<file path="src/design/psg_pkg.sv">
`default_nettype none
package psg_pkg;

  localparam int SCALE_W  = 24;
  localparam int PERIOD_W = 10;
  localparam int SAMPLE_W = 15;
  localparam int VOL_W    = 13;
  localparam int CNT_W    = 17;
  localparam int SR_W     = 16;
  localparam int DIV_STEPS = SCALE_W;
  localparam int DIV_CNT_W = $clog2(DIV_STEPS);

  localparam logic [SCALE_W-1:0] STEP_SCALE_RST = 24'd332467;
  localparam logic [SR_W-1:0]    SR_START       = 16'h8000;
  localparam logic [3:0]         ATTEN_MUTE     = 4'hF;
  localparam logic [2:0]         LATCH_RST      = 3'd7;
  localparam logic [1:0]         CH_TONE2       = 2'd2;
  localparam logic [1:0]         CH_NOISE       = 2'd3;
  localparam logic [1:0]         RATE_TONE2     = 2'd3;
  localparam logic [1:0]         RATE_DIV32     = 2'd0;
  localparam logic [1:0]         RATE_DIV64     = 2'd1;
  localparam logic [1:0]         RATE_DIV128    = 2'd2;

  typedef enum logic [1:0] {
    S_IDLE,
    S_DIV,
    S_TICK,
    S_EMIT
  } psg_state_t;

  typedef struct packed {
    logic                start;
    logic [SCALE_W-1:0]  dividend;
    logic [PERIOD_W-1:0] divisor;
  } div_req_t;

  typedef struct packed {
    logic               done;
    logic [SCALE_W-1:0] quotient;
  } div_rsp_t;

  // 2 dB steps, last entry is mute
  function automatic logic [VOL_W-1:0] vol_level(input logic [3:0] atten);
    logic [VOL_W-1:0] v;
    unique case (atten)
      4'd0:    v = 13'd6826;
      4'd1:    v = 13'd5422;
      4'd2:    v = 13'd4307;
      4'd3:    v = 13'd3421;
      4'd4:    v = 13'd2717;
      4'd5:    v = 13'd2158;
      4'd6:    v = 13'd1714;
      4'd7:    v = 13'd1362;
      4'd8:    v = 13'd1081;
      4'd9:    v = 13'd859;
      4'd10:   v = 13'd682;
      4'd11:   v = 13'd542;
      4'd12:   v = 13'd430;
      4'd13:   v = 13'd342;
      4'd14:   v = 13'd271;
      default: v = 13'd0;
    endcase
    return v;
  endfunction

endpackage
`default_nettype wire

</file>
<file path="src/design/psg_if.sv">
`default_nettype none
interface psg_in_if;
  logic       valid;
  logic       ready;
  logic       func;
  logic [7:0] data;
  modport source (output valid, output func, output data, input ready);
  modport sink   (input valid, input func, input data, output ready);
endinterface

interface psg_out_if;
  logic                          valid;
  logic                          ready;
  logic [psg_pkg::SAMPLE_W-1:0]  sample;
  modport source (output valid, output sample, input ready);
  modport sink   (input valid, input sample, output ready);
endinterface

interface psg_cfg_if;
  logic                         valid;
  logic                         ready;
  logic [psg_pkg::SCALE_W-1:0]  data;
  modport source (output valid, output data, input ready);
  modport sink   (input valid, input data, output ready);
endinterface
`default_nettype wire

</file>
<file path="src/design/psg_div.sv">
`default_nettype none
// Restoring divider, one quotient bit per cycle.
module psg_div (
  input  wire               clk,
  input  wire               rst_n,
  input  psg_pkg::div_req_t req,
  output psg_pkg::div_rsp_t rsp
);

  logic                              busy_r;
  logic                              done_r;
  logic [psg_pkg::DIV_CNT_W-1:0]     cnt_r;
  logic [psg_pkg::SCALE_W-1:0]       q_r;
  logic [psg_pkg::PERIOD_W-1:0]      rem_r;
  logic [psg_pkg::PERIOD_W-1:0]      div_r;

  logic [psg_pkg::PERIOD_W:0]        trial;
  logic [psg_pkg::PERIOD_W:0]        diff;
  logic                              q_bit;
  logic [psg_pkg::PERIOD_W-1:0]      rem_nxt;

  always_comb begin
    trial   = {rem_r, q_r[psg_pkg::SCALE_W-1]};
    diff    = trial - {1'b0, div_r};
    q_bit   = (trial >= {1'b0, div_r});
    rem_nxt = q_bit ? diff[psg_pkg::PERIOD_W-1:0] : trial[psg_pkg::PERIOD_W-1:0];
  end

  always_ff @(posedge clk) begin
    if (!rst_n) begin
      busy_r <= 1'b0;
      done_r <= 1'b0;
      cnt_r  <= '0;
    end else begin
      done_r <= 1'b0;
      if (req.start) begin
        busy_r <= 1'b1;
        cnt_r  <= '0;
      end else if (busy_r) begin
        cnt_r <= cnt_r + 1'b1;
        if (cnt_r == psg_pkg::DIV_CNT_W'(psg_pkg::DIV_STEPS - 1)) begin
          busy_r <= 1'b0;
          done_r <= 1'b1;
        end
      end
    end
  end

  always_ff @(posedge clk) begin
    if (req.start) begin
      q_r   <= req.dividend;
      rem_r <= '0;
      div_r <= req.divisor;
    end else if (busy_r) begin
      q_r   <= {q_r[psg_pkg::SCALE_W-2:0], q_bit};
      rem_r <= rem_nxt;
    end
  end

  assign rsp.done     = done_r;
  assign rsp.quotient = q_r;

endmodule
`default_nettype wire

</file>
<file path="src/design/psg_tone_noise_generator.sv">
// Three square-wave tone channels and one noise channel. A write beat (func 0)
// carries a latch or data byte; a tick beat (func 1) returns one mixed sample.
// Volume and noise writes are registered as the beat is taken. A tone write recomputes that
// channel's phase step as step_scale / period in a restoring divider that
// yields one quotient bit per cycle, so the input is not ready until the
// divider is done. A tick walks the four channels through one shared 17-bit phase
// adder, one channel per cycle, and its sample is registered in S_EMIT after the
// noise channel, later while the output still holds an unread sample. The
// input is not ready while a tone write or a tick is in progress; cfg writes are
// always taken.
`default_nettype none
module psg_tone_noise_generator #(
  parameter int STEP_BITS = 24
) (
  input  wire          clk,
  input  wire          rst_n,
  psg_in_if.sink       in_bus,
  psg_out_if.source    out_bus,
  psg_cfg_if.sink      cfg_bus
);

  localparam int CW = psg_pkg::CNT_W;

  function automatic logic [STEP_BITS-1:0] fit_step(input logic [psg_pkg::SCALE_W-1:0] v);
    logic [31:0] w;
    w = {8'd0, v};
    return w[STEP_BITS-1:0];
  endfunction

  psg_pkg::psg_state_t state_r, state_nxt;

  logic [psg_pkg::SCALE_W-1:0]  step_scale_r;
  logic [2:0]                   latched_r;
  logic [psg_pkg::PERIOD_W-1:0] tone_period_r [3];
  logic [3:0]                   atten_r [4];
  logic [1:0]                   noise_rate_r;
  logic                         white_r;
  logic [STEP_BITS-1:0]         tone_step_r [3];
  logic [STEP_BITS-1:0]         noise_step_r;
  logic [CW-1:0]                phase_r [4];
  logic [psg_pkg::SR_W-1:0]     sr_r;
  logic [1:0]                   chan_r;
  logic [1:0]                   div_ch_r;
  logic [psg_pkg::SAMPLE_W-1:0] sum_r;
  logic [psg_pkg::SAMPLE_W-1:0] out_sample_r;
  logic                         out_valid_r;

  psg_pkg::div_req_t div_req;
  psg_pkg::div_rsp_t div_rsp;

  logic                         in_ready;
  logic                         in_fire;
  logic                         cfg_fire;
  logic                         emit_load;

  // write decode
  logic [2:0]                   wr_idx;
  logic [1:0]                   wr_ch;
  logic [psg_pkg::PERIOD_W-1:0] cur_period;
  logic [psg_pkg::PERIOD_W-1:0] new_period;
  logic                         tone_wr;
  logic [STEP_BITS-1:0]         noise_sel;
  logic [STEP_BITS-1:0]         q_fit;

  // tick datapath
  logic [STEP_BITS-1:0]         st_sel;
  logic [CW-1:0]                pc_sum;
  logic [CW-1:0]                phase_new;
  logic [3:0]                   atten_sel;
  logic [psg_pkg::VOL_W-1:0]    vol;
  logic                         audible;
  logic [psg_pkg::SR_W-1:0]     sr_new;
  logic                         fb;
  logic [psg_pkg::SAMPLE_W-1:0] sum_nxt;

  psg_div u_div (
    .clk   (clk),
    .rst_n (rst_n),
    .req   (div_req),
    .rsp   (div_rsp)
  );

  assign in_fire  = in_bus.valid && in_ready;
  assign cfg_fire = cfg_bus.valid;

  always_comb begin
    wr_idx = in_bus.data[7] ? in_bus.data[6:4] : latched_r;
    wr_ch  = wr_idx[2:1];
    unique case (wr_ch)
      2'd0:    cur_period = tone_period_r[0];
      2'd1:    cur_period = tone_period_r[1];
      2'd2:    cur_period = tone_period_r[2];
      default: cur_period = '0;
    endcase
    if (in_bus.data[7]) begin
      new_period = {cur_period[psg_pkg::PERIOD_W-1:4], in_bus.data[3:0]};
    end else begin
      new_period = {in_bus.data[5:0], cur_period[3:0]};
    end
    tone_wr = !wr_idx[0] && (wr_ch != psg_pkg::CH_NOISE);
    unique case (in_bus.data[1:0])
      psg_pkg::RATE_DIV32:  noise_sel = fit_step(step_scale_r >> 5);
      psg_pkg::RATE_DIV64:  noise_sel = fit_step(step_scale_r >> 6);
      psg_pkg::RATE_DIV128: noise_sel = fit_step(step_scale_r >> 7);
      default:              noise_sel = tone_step_r[2] >> 1;
    endcase
    q_fit = fit_step(div_rsp.quotient);
  end

  // one channel per tick cycle through the shared phase adder
  always_comb begin
    unique case (chan_r)
      2'd0:    st_sel = tone_step_r[0];
      2'd1:    st_sel = tone_step_r[1];
      2'd2:    st_sel = tone_step_r[2];
      default: st_sel = noise_step_r;
    endcase
    atten_sel = atten_r[chan_r];
    vol       = psg_pkg::vol_level(atten_sel);
    pc_sum    = phase_r[chan_r] + st_sel[CW-1:0];
    phase_new = pc_sum;
    sr_new    = sr_r;
    fb        = white_r ? (sr_r[0] ^ sr_r[3]) : sr_r[0];
    if (chan_r == psg_pkg::CH_NOISE) begin
      audible = (atten_sel != psg_pkg::ATTEN_MUTE) && sr_r[0];
      if ((atten_sel != psg_pkg::ATTEN_MUTE) && pc_sum[CW-1]) begin
        phase_new[CW-1] = 1'b0;
        sr_new = {fb, sr_r[psg_pkg::SR_W-1:1]};
      end
    end else begin
      // a step at or above half a phase cycle pins the channel high
      audible = (atten_sel != psg_pkg::ATTEN_MUTE) &&
                ((|st_sel[STEP_BITS-1:CW-1]) || pc_sum[CW-1]);
    end
    sum_nxt = audible ? (sum_r + {2'b00, vol}) : sum_r;
  end

  always_comb begin
    state_nxt = state_r;
    unique case (state_r)
      psg_pkg::S_IDLE: begin
        if (in_fire) begin
          if (in_bus.func) state_nxt = psg_pkg::S_TICK;
          else if (tone_wr) state_nxt = psg_pkg::S_DIV;
        end
      end
      psg_pkg::S_DIV: begin
        if (div_rsp.done) state_nxt = psg_pkg::S_IDLE;
      end
      psg_pkg::S_TICK: begin
        if (chan_r == psg_pkg::CH_NOISE) state_nxt = psg_pkg::S_EMIT;
      end
      psg_pkg::S_EMIT: begin
        if (!out_valid_r || out_bus.ready) state_nxt = psg_pkg::S_IDLE;
      end
      default: state_nxt = psg_pkg::S_IDLE;
    endcase
  end

  always_comb begin
    in_ready          = (state_r == psg_pkg::S_IDLE);
    emit_load         = (state_r == psg_pkg::S_EMIT) && (!out_valid_r || out_bus.ready);
    div_req.start     = in_fire && !in_bus.func && tone_wr;
    div_req.dividend  = step_scale_r;
    div_req.divisor   = (new_period == '0) ? psg_pkg::PERIOD_W'(1) : new_period;
  end

  always_ff @(posedge clk) begin
    if (!rst_n) begin
      state_r      <= psg_pkg::S_IDLE;
      step_scale_r <= psg_pkg::STEP_SCALE_RST;
      latched_r    <= psg_pkg::LATCH_RST;
      for (int i = 0; i < 3; i++) begin
        tone_period_r[i] <= '0;
        tone_step_r[i]   <= fit_step(psg_pkg::STEP_SCALE_RST);
      end
      for (int i = 0; i < 4; i++) begin
        atten_r[i] <= psg_pkg::ATTEN_MUTE;
        phase_r[i] <= '0;
      end
      noise_rate_r <= psg_pkg::RATE_DIV32;
      white_r      <= 1'b0;
      noise_step_r <= fit_step(psg_pkg::STEP_SCALE_RST >> 5);
      sr_r         <= psg_pkg::SR_START;
      chan_r       <= '0;
      out_valid_r  <= 1'b0;
    end else begin
      state_r <= state_nxt;
      if (cfg_fire) step_scale_r <= cfg_bus.data;

      if (in_fire && !in_bus.func) begin
        latched_r <= wr_idx;
        if (wr_idx[0]) begin
          atten_r[wr_ch] <= in_bus.data[3:0];
        end else if (wr_ch != psg_pkg::CH_NOISE) begin
          tone_period_r[wr_ch] <= new_period;
        end else begin
          sr_r         <= psg_pkg::SR_START;
          noise_rate_r <= in_bus.data[1:0];
          white_r      <= in_bus.data[2];
          noise_step_r <= noise_sel;
        end
      end

      if (in_fire && in_bus.func) chan_r <= '0;

      if ((state_r == psg_pkg::S_DIV) && div_rsp.done) begin
        tone_step_r[div_ch_r] <= q_fit;
        // noise tracks tone 2 while its rate select points there
        if ((div_ch_r == psg_pkg::CH_TONE2) && (noise_rate_r == psg_pkg::RATE_TONE2)) begin
          noise_step_r <= q_fit >> 1;
        end
      end

      if (state_r == psg_pkg::S_TICK) begin
        phase_r[chan_r] <= phase_new;
        chan_r          <= chan_r + 1'b1;
        if (chan_r == psg_pkg::CH_NOISE) sr_r <= sr_new;
      end

      if (emit_load) out_valid_r <= 1'b1;
      else if (out_bus.ready) out_valid_r <= 1'b0;
    end
  end

  always_ff @(posedge clk) begin
    if (div_req.start) div_ch_r <= wr_ch;
    if (in_fire && in_bus.func) sum_r <= '0;
    else if (state_r == psg_pkg::S_TICK) sum_r <= sum_nxt;
    if (emit_load) out_sample_r <= sum_r;
  end

  assign in_bus.ready   = in_ready;
  assign cfg_bus.ready  = 1'b1;
  assign out_bus.valid  = out_valid_r;
  assign out_bus.sample = out_sample_r;

endmodule
`default_nettype wire

</file>
<file path="src/flat_wrapper.sv">
// flat-port wrapper written by rule: the top's interface ports become plain ports
module psg_tone_noise_generator_flat 
#(
  parameter int STEP_BITS = 24
)
  (clk, rst_n, in_bus_valid, in_bus_func, in_bus_data, in_bus_ready, out_bus_valid, out_bus_sample, out_bus_ready, cfg_bus_valid, cfg_bus_data, cfg_bus_ready);
  psg_in_if in_bus_i ();
  psg_out_if out_bus_i ();
  psg_cfg_if cfg_bus_i ();
  input  wire clk;
  input  wire rst_n;
  input wire logic [$bits(in_bus_i.valid)-1:0] in_bus_valid;
  input wire logic [$bits(in_bus_i.func)-1:0] in_bus_func;
  input wire logic [$bits(in_bus_i.data)-1:0] in_bus_data;
  output wire logic [$bits(in_bus_i.ready)-1:0] in_bus_ready;
  output wire logic [$bits(out_bus_i.valid)-1:0] out_bus_valid;
  output wire logic [$bits(out_bus_i.sample)-1:0] out_bus_sample;
  input wire logic [$bits(out_bus_i.ready)-1:0] out_bus_ready;
  input wire logic [$bits(cfg_bus_i.valid)-1:0] cfg_bus_valid;
  input wire logic [$bits(cfg_bus_i.data)-1:0] cfg_bus_data;
  output wire logic [$bits(cfg_bus_i.ready)-1:0] cfg_bus_ready;
  assign in_bus_i.valid = in_bus_valid;
  assign in_bus_i.func = in_bus_func;
  assign in_bus_i.data = in_bus_data;
  assign in_bus_ready = in_bus_i.ready;
  assign out_bus_valid = out_bus_i.valid;
  assign out_bus_sample = out_bus_i.sample;
  assign out_bus_i.ready = out_bus_ready;
  assign cfg_bus_i.valid = cfg_bus_valid;
  assign cfg_bus_i.data = cfg_bus_data;
  assign cfg_bus_ready = cfg_bus_i.ready;
  psg_tone_noise_generator #(.STEP_BITS(STEP_BITS)) u_core (.clk(clk), .rst_n(rst_n), .in_bus(in_bus_i), .out_bus(out_bus_i), .cfg_bus(cfg_bus_i));
endmodule
</file>
<file path="config.mk">
export PLATFORM = sky130hd
export DESIGN_NAME = psg_tone_noise_generator_flat
export DESIGN_NICKNAME = d
export VERILOG_FILES = /design/src/design/psg_pkg.sv /design/src/design/psg_if.sv /design/src/design/psg_div.sv /design/src/design/psg_tone_noise_generator.sv /design/src/flat_wrapper.sv
export SDC_FILE = /design/constraint.sdc
export NUM_CORES = 1
export LEC_CHECK = 0
export ABC_AREA = 1
export CAP_MARGIN = 20
export CORE_MARGIN = 2
export CORE_UTILIZATION = 40
export CTS_CLUSTER_SIZE = 20
export DETAILED_ROUTE_END_ITERATION = 8
export DONT_BUFFER_PORTS = 1
export SETUP_SLACK_MARGIN = 0.02
export SYNTH_ARGS = -nofsm -noshare
export SYNTH_HDL_FRONTEND = slang
export SYNTH_SLANG_ARGS = --single-unit
</file>
<file path="constraint.sdc">
create_clock -name clk -period 3.45 [get_ports clk]
set_input_delay 0.69 -clock clk [delete_from_list [all_inputs] [get_ports clk]]
set_output_delay 0.69 -clock clk [all_outputs]
set_load 0.01 [all_outputs]
</file>
==> results of run 1 <==
-- synthesized netlist by cell type, types with 3 or more instances --
| cell type | number | share of area (%) |
|---|---|---|
| buf_2 | 20 | 0.59 |
| o221ai_1 | 7 | 0.36 |
| nand3b_1 | 4 | 0.18 |
| nand2_1 | 420 | 9.3 |
| o21a_1 | 3 | 0.13 |
| nor2_1 | 289 | 6.4 |
| dfxtp_1 | 102 | 12 |
| a31oi_1 | 18 | 0.66 |
| inv_1 | 178 | 3.9 |
| nor2_4 | 3 | 0.20 |
| nand2_2 | 12 | 0.44 |
| a21oi_1 | 122 | 3.6 |
| nand3_1 | 120 | 3.5 |
| inv_2 | 14 | 0.31 |
| buf_6 | 7 | 0.46 |
| o21ai_1 | 11 | 0.32 |
| ha_1 | 52 | 3.8 |
| nor2_2 | 11 | 0.40 |
| o211ai_1 | 34 | 1.5 |
| buf_4 | 8 | 0.35 |
| o22ai_1 | 30 | 1.1 |
| fa_1 | 3 | 0.35 |
| nand2_4 | 4 | 0.27 |
| xor2_1 | 10 | 0.52 |
| o21bai_1 | 3 | 0.13 |
| nand4_1 | 11 | 0.40 |
| edfxtp_1 | 237 | 42 |
| xnor2_1 | 17 | 0.88 |
| clkbuf_1 | 49 | 1.1 |
| o21ai_0 | 111 | 3.3 |
| nor3_1 | 9 | 0.27 |
| or2_2 | 4 | 0.15 |
-- area by class of cell --
cell class	count	area, sq um	area share (%)
Clock buffer	46	981	5.20
Clock inverter	23	270	1.43
Inverter	195	737	3.90
Multi-Input combinational cell	1328	6690	35.4
Sequential cell	339	9160	48.5
Tap cell	539	674	3.57
Timing Repair Buffer	43	367	1.94
-- worst max-delay path, cell delays in order (launching register included) --
cell	delay, ps
dfxtp_2	420
buf_8	240
o21ai_0	140
o22ai_1	250
ha_1	210
inv_1	60
fa_1	410
inv_1	80
nand3_1	60
nand2_1	120
nand2_1	80
nand2_2	100
nand2_1	100
nand2_1	110
nand2_2	80
nand3_4	100
buf_4	210
nand3_1	90
nand2_1	80
nor2_1	50
-- registers in the layout (all words and copies together), names as in the netlist, 2 cells and up, named ones only --
signal                 count
u_core.latched_r           3
u_core.noise_step_r       17
u_core.noise_rate_r        2
u_core.atten_r            16
u_core.out_bus.sample     15
u_core.phase_r            68
u_core.tone_step_r        72
u_core.div_ch_r            2
u_core.u_div.cnt_r         5
u_core.sr_r               16
u_core.state_r             2
u_core.step_scale_r       24
u_core.u_div.div_r        10
u_core.tone_period_r      30
u_core.u_div.rem_r        10
u_core.u_div.q_r          24
u_core.chan_r              2
u_core.sum_r              15
-- kinds of logic after synthesis --
kind of cell / after synthesis
buffers and inverters: 281
AO/OA/AOI/OAI: 352
other: 1
AND/OR/NAND/NOR: 893
flip-flops: 339
XOR/XNOR: 27
adder cells (fa/ha/maj): 55
-- per-stage QoR --
step	setup WS (ps)	power, mW
after floorplan	122	7.06
after global placement	247	7.75
after detailed placement	127	7.76
after CTS	104	11.9
after global routing	30.5	12.5
final	345	11.8
-- routing by layer --
metal  track usage, %  part of all wire, %  vias up
met5                0                    0        -
met4             6.14                  2.2        0
met2             31.0                   45      358
met3             2.95                  5.5       65
li1                 -                    -     6542
met1             27.1                   47     6162
-- layout by cell type (no fill, tap or decap), types with 30 or more instances in the layout --
cell,instances
edfxtp_1,237
dfxtp_1,101
o22ai_1,30
nand2_1,420
nor2_1,289
clkbuf_16,38
a21oi_1,121
nand3_1,120
ha_1,52
inv_1,177
o211ai_1,34
buf_4,38
o21ai_0,111
-- timing repair --
| item | 4_1_cts | 5_1_grt |
|---|---|---|
| setup buffers | 0 | 2 |
| endpoints found under the setup margin | 0 | 41 |
| resized for setup | 0 | 9 |
-- worst paths after layout --
path              slack [ps]                    from                endpoint  cells after the start
setup / recovery         340                register         u_core.sum_r[5]                     19
hold / removal           210                   rst_n  u_core.step_scale_r[1]                      1
setup reg to reg         340                register         u_core.sum_r[5]                     19
hold reg to reg          460  u_core.step_scale_r[1]  u_core.step_scale_r[1]                      2
-- power groups by stage --
stage	Combinational (mW)	Sequential, mW	Clock, mW
after floorplan	2.19	4.87	0
after global placement	2.81	4.94	0
after detailed placement	2.81	4.95	0
after CTS	2.83	4.87	4.19
after global routing	3.23	4.89	4.33
final	2.84	4.86	4.11
==> reports/qor.yml, run 1 <==
worst-setup-path-type: "reg2reg"
synth_nets: 2041
ios: 56
post-route-cell-area_sq_um: 18900
switching_power_mw: 3.76
synth.yosys.seq_area_share_pct: 53.9
synth-simple-area-share_pct: 21.9
maxSlewHeadroom_pct: 45.4
p_leak_nw: 7.59
synth.cell_area_sq_um: 17000
rows: 75
ys_types: 50
gp_congestion: 0.873
grt_pass1_vias: 12755
wire_per_inst_um: 16.7
worstSetupStartpointType: "register"
routed_wl_mm: 41.9
drt_iter0_drc: 1059
drive_gt1_share_pct: 8.05
clock_path_buffers: 3
synthAdderAreaFrac_pct: 4.18
die-width_um: 210
grt_usage_pct: 19.4
drv_slew: 0
finClkSkew_ps: 26.2
synth_flop_cell: "edfxtp_1"
routed_via_density: 5.22
synth_mux_area_share_pct: 0
hpwlAfterDp_mm: 29.6
cp.arrival_ps: 3540
antenna_left: 0
grt_start_max_net_pins: 65
ys_ff_latch: 339
path_clk_slew_ps: 60
tritoncts: "yes"
p_comb_share_pct: 24.0
root_buffer: "clkbuf_16"
grt_pass1_wl_mm: 68.2
final_util_pct: 45.0
async_flop_share_pct: 0
worstSetupEndpointType: "register"
hold_viol: 0
max_freq_ghz: 0.322
grt_overflow: 0
yosysWarningCount: 0
htree_levels: 2
irDropWorstVdd_mv: 0.383
start_util_pct: 40.5
cts_sinks: 339
core-area_sq_um: 41900
diodes: 0
port_buffers: 0
synth_edf_count: 237
vias: 13127
crit_path_max_fanout: 34
postCtsHoldBufs: 0
first_pass_iters: 5
insertion_delay_ps: 560
post-route-period-util_pct: 90.0
syn_avg_cell_area_sq_um: 8.72
p_sw_share_pct: 31.8
setup-tns-final_ps: 0
status: "finished clean"
period_needed_ps: 3110
tightestPinTransition_ps: 818
setup_viol: 0
syn_to_final_growth_pct: 11.1
place_area_sq_um: 17600
drc_errors: 0
num-fill-cells: 4033
pwr-share-seq_pct: 41.2
rsz0062_at_grt: "false"
hold_ws_ps: 214
antenna_found_initial: 0
die_area_sq_um: 44200
synth-compound-area-share_pct: 11.7
maxCapViolCount: 0
synth_xor_area_share_pct: 1.39
nets: 2038
cts_inserted_buffers: 38
p_int_mw: 8.05
cp.required_ps: 3890
instances_no_fill: 2513
hold_class: "in2reg"
power.share.clock_pct: 34.8
syn_inst: 1948
dpl.cell_count: 2442
p_per_area_nw_per_um2: 626
synth_top_family_by_area: "simple AND/OR/NAND/NOR gates"
die_h_um: 210
Power figures use the tool's default switching activity.
==> run 2: changes to the inputs <==
ABC_AREA = default   (was 1)
CTS_BUF_LIST = sky130_fd_sc_hd__clkbuf_16   (was default)
==> reports/qor.yml, run 2 <==
status: "finished with violations"
violations: "setup timing"
worst-setup-path-type: "reg2reg"
regMostFlops: "u_core.tone_step_r"
path_clk_slew_ps: 60  # about the same
gp_congestion: 0.857  # -1.8%
maxCapViolCount: 0  # unchanged
grt_start_max_net_pins: 93  # +43%
drt_iter0_drc: 865  # -18%
finClkSkew_ps: 32.3  # +6.14 ps
syn_inst: 1554  # -20%
die_area_sq_um: 44200  # +0.15%
synth_edf_count: 237  # unchanged
rows: 75  # unchanged
place_ws_ps: -281  # -409 ps
drc_errors: 0  # unchanged
seq_area_sq_um: 9170  # +0.11%
p_leak_nw: 7.67  # +1.0%
period_needed_ps: 3530  # +425 ps
endpoint: "u_core.sum_r[3]"
tritoncts: "yes"
cts_sinks: 339  # unchanged
mostFrequentLayoutCells: "edfxtp_1, nand2_1, nor2_1, buf_4, dfxtp_1"
ys_ff_latch: 339  # unchanged
r2r_cells: 15  # -4
antenna_left: 0  # unchanged
irDropWorstVdd_mv: 0.412  # +7.4%
first_pass_iters: 6  # +1
core-area_sq_um: 41900  # unchanged
start_util_pct: 40.6  # +0.063 points
max_freq_ghz: 0.283  # -12%
port_buffers: 0  # unchanged
worst_setup_path_startpoint: "u_core.chan_r[1]"
synth_most_common_cell: "edfxtp_1"
grt_pass1_wl_mm: 66.8  # -2.0%
root_buffer: "clkbuf_16"
cp.arrival_ps: 4000  # +460 ps
clock_path_buffers: 3  # unchanged
ios: 56  # unchanged
synth_mux_area_share_pct: 9.21  # +9.2 points
drv_slew: 0  # unchanged
tightestPinTransition_ps: 962  # +144 ps
maxSlewHeadroom_pct: 34.2  # -11 points
synthAdderAreaFrac_pct: 4.18  # -0.0065 points
postCtsHoldBufs: 0  # unchanged
hold_class: "in2reg"
syn_avg_cell_area_sq_um: 11.0  # +26%
rsz0062_at_grt: "true"
diodes: 0  # unchanged
largest_register_ff_count: 72  # unchanged
routed_via_density: 5.56  # +6.5%
htree_levels: 2  # unchanged
grt_overflow: 0  # unchanged
synth-simple-area-share_pct: 15.8  # -6.1 points
yosysWarningCount: 0  # unchanged
synth_top_area_cell: "edfxtp_1"
setup_viol: 5  # +5
insertion_delay_ps: 550  # about the same
cp.required_ps: 3920  # +30 ps
ys_types: 74  # +48%
grt_usage_pct: 19.1  # -0.23 points
die_h_um: 210  # about the same
multi_input_area_sq_um: 7610  # +14%
final_common_cell: "edfxtp_1"
post-route-period-util_pct: 102  # +12 points
r2r-end: "u_core.sum_r[3]"
hpwlAfterDp_mm: 28.3  # -4.5%
synth.cell_area_sq_um: 17000  # +0.15%
num-fill-cells: 3742  # -7.2%
top_regs: "u_core.tone_step_r x72, u_core.phase_r x68, u_core.tone_period_r x30"
syn_to_final_growth_pct: 18.9
synth-compound-area-share_pct: 11.5  # -0.28 points
synth_xor_area_share_pct: 1.75  # +0.36 points
crit_path_max_fanout: 13  # -62%
routed_wl_mm: 42.3  # +0.95%
synth_top_family_by_area: "simple AND/OR/NAND/NOR gates"
ys_top_cells_by_area: "edfxtp_1, dfxtp_1, mux4_2"
antenna_found_initial: 0  # unchanged
synth.yosys.seq_area_share_pct: 53.8  # -0.083 points
finalWorstSetupSlack_ps: -80.3  # -425 ps
wire_per_inst_um: 19.0  # +14%
rrSetupSlack_ps: -80  # -430 ps
vias: 12357  # -5.9%
worstSetupStartpointType: "register"
hold_viol: 0  # unchanged
grt_pass1_vias: 12028  # -5.7%
worstSetupEndpointType: "register"
async_flop_share_pct: 0  # unchanged
synth_flop_cell: "edfxtp_1"
r2r-start: "u_core.chan_r[1]"
final_util_pct: 48.2  # +3.2 points
cts_inserted_buffers: 38  # unchanged
synth_top_area_share_pct: 41.8  # -0.065 points
synth_nets: 1647  # -19%
synth_commonest_cells: "edfxtp_1, nand2_1, nor2_1"
drive_gt1_share_pct: 19.9  # +12 points
nets: 1748  # -14%
p_per_area_nw_per_um2: 511  # -18%
die-width_um: 210  # about the same
==> run 2: report_power, final <==
part | switching, mW | total [mW] | internal, mW
Clock | 1.66 | 3.76 | 2.10
Combinational | 1.03 | 1.91 | 0.884
Sequential | 0.128 | 4.67 | 4.54
==> run 2: metal layers <==
metal	vias up	wire length [um]	track usage [%]
li1	5874	-	-
met1	6071	19200	27.0
met2	359	19600	30.7
met3	53	2880	3.58
met4	0	634	4.35
met5	-	0	0
==> run 2: repair_timing <==
item,4_1_cts,5_1_grt
setup buffers,9,12
setup endpoints to repair,58,63
gates resized for setup,28,81
pin swaps,23,36
gates cloned,0,1
hold endpoints to repair,0,0
==> run 2: layout make-up <==
type | instances | area share [%]
timing repair buffer | 157 | 6.72
clock inverter | 30 | 0.977
sequential | 339 | 45.3
clock buffer | 38 | 4.70
multi-input combinational | 1049 | 37.6
inverter | 70 | 1.32
tap | 539 | 3.33
==> run 2: cell families (layout without fill, tap and decap cells) <==
| group | after synthesis | after routing |
|---|---|---|
| simple gates | 566 | 566 |
| fa+ha+maj | 55 | 55 |
| other cells | 1 | 1 |
| xor+xnor | 31 | 31 |
| compound gates | 287 | 287 |
| mux | 109 | 109 |
| flops | 339 | 339 |
| buf+inv | 166 | 295 |
==> run 2: metrics by stage <==
stage	total power [mW]	instance area, sq um	setup TNS (ps)	hold WS [ps]	std cells
after CTS	10.3	19800	-182	237	2209
after floorplan	5.92	17100	-17.3	428	1554
after detailed placement	6.47	18500	-6200	459	2132
final	10.3	20200	-153	274	2222
after global routing	10.8	20200	-5110	260	2222
after global placement	6.45	18500	-6070	455	2132
==> run 2: worst min path at each step <==
stage / slack, ps / to / cells past startpoint / start
6_report: 270 / u_core.step_scale_r[0] / 2 / cfg_bus_data[0]
5_1_grt: 260 / u_core.step_scale_r[0] / 2 / cfg_bus_data[0]
4_1_cts: 240 / u_core.step_scale_r[0] / 1 / rst_n
3_5_place_dp: 460 / u_core.sr_r[13] / 2 / u_core.sr_r[14]
3_3_place_gp: 450 / u_core.white_r / 2 / u_core.white_r
2_1_floorplan: 430 / u_core.out_bus.sample[0] / 0 / u_core.sum_r[0]
==> run 2: worst max-delay path, cell delays in order, from the launching register on <==
cell and delay (ps):
dfxtp_4 380, inv_4 60, ha_4 170, buf_12 140
buf_4 150, a222oi_1 320, mux2i_1 170, ha_1 220
a21o_1 190, a21oi_1 180, o21ai_2 110, a221oi_4 290
buf_6 160, mux2_4 320, or4_1 470, a21oi_1 120
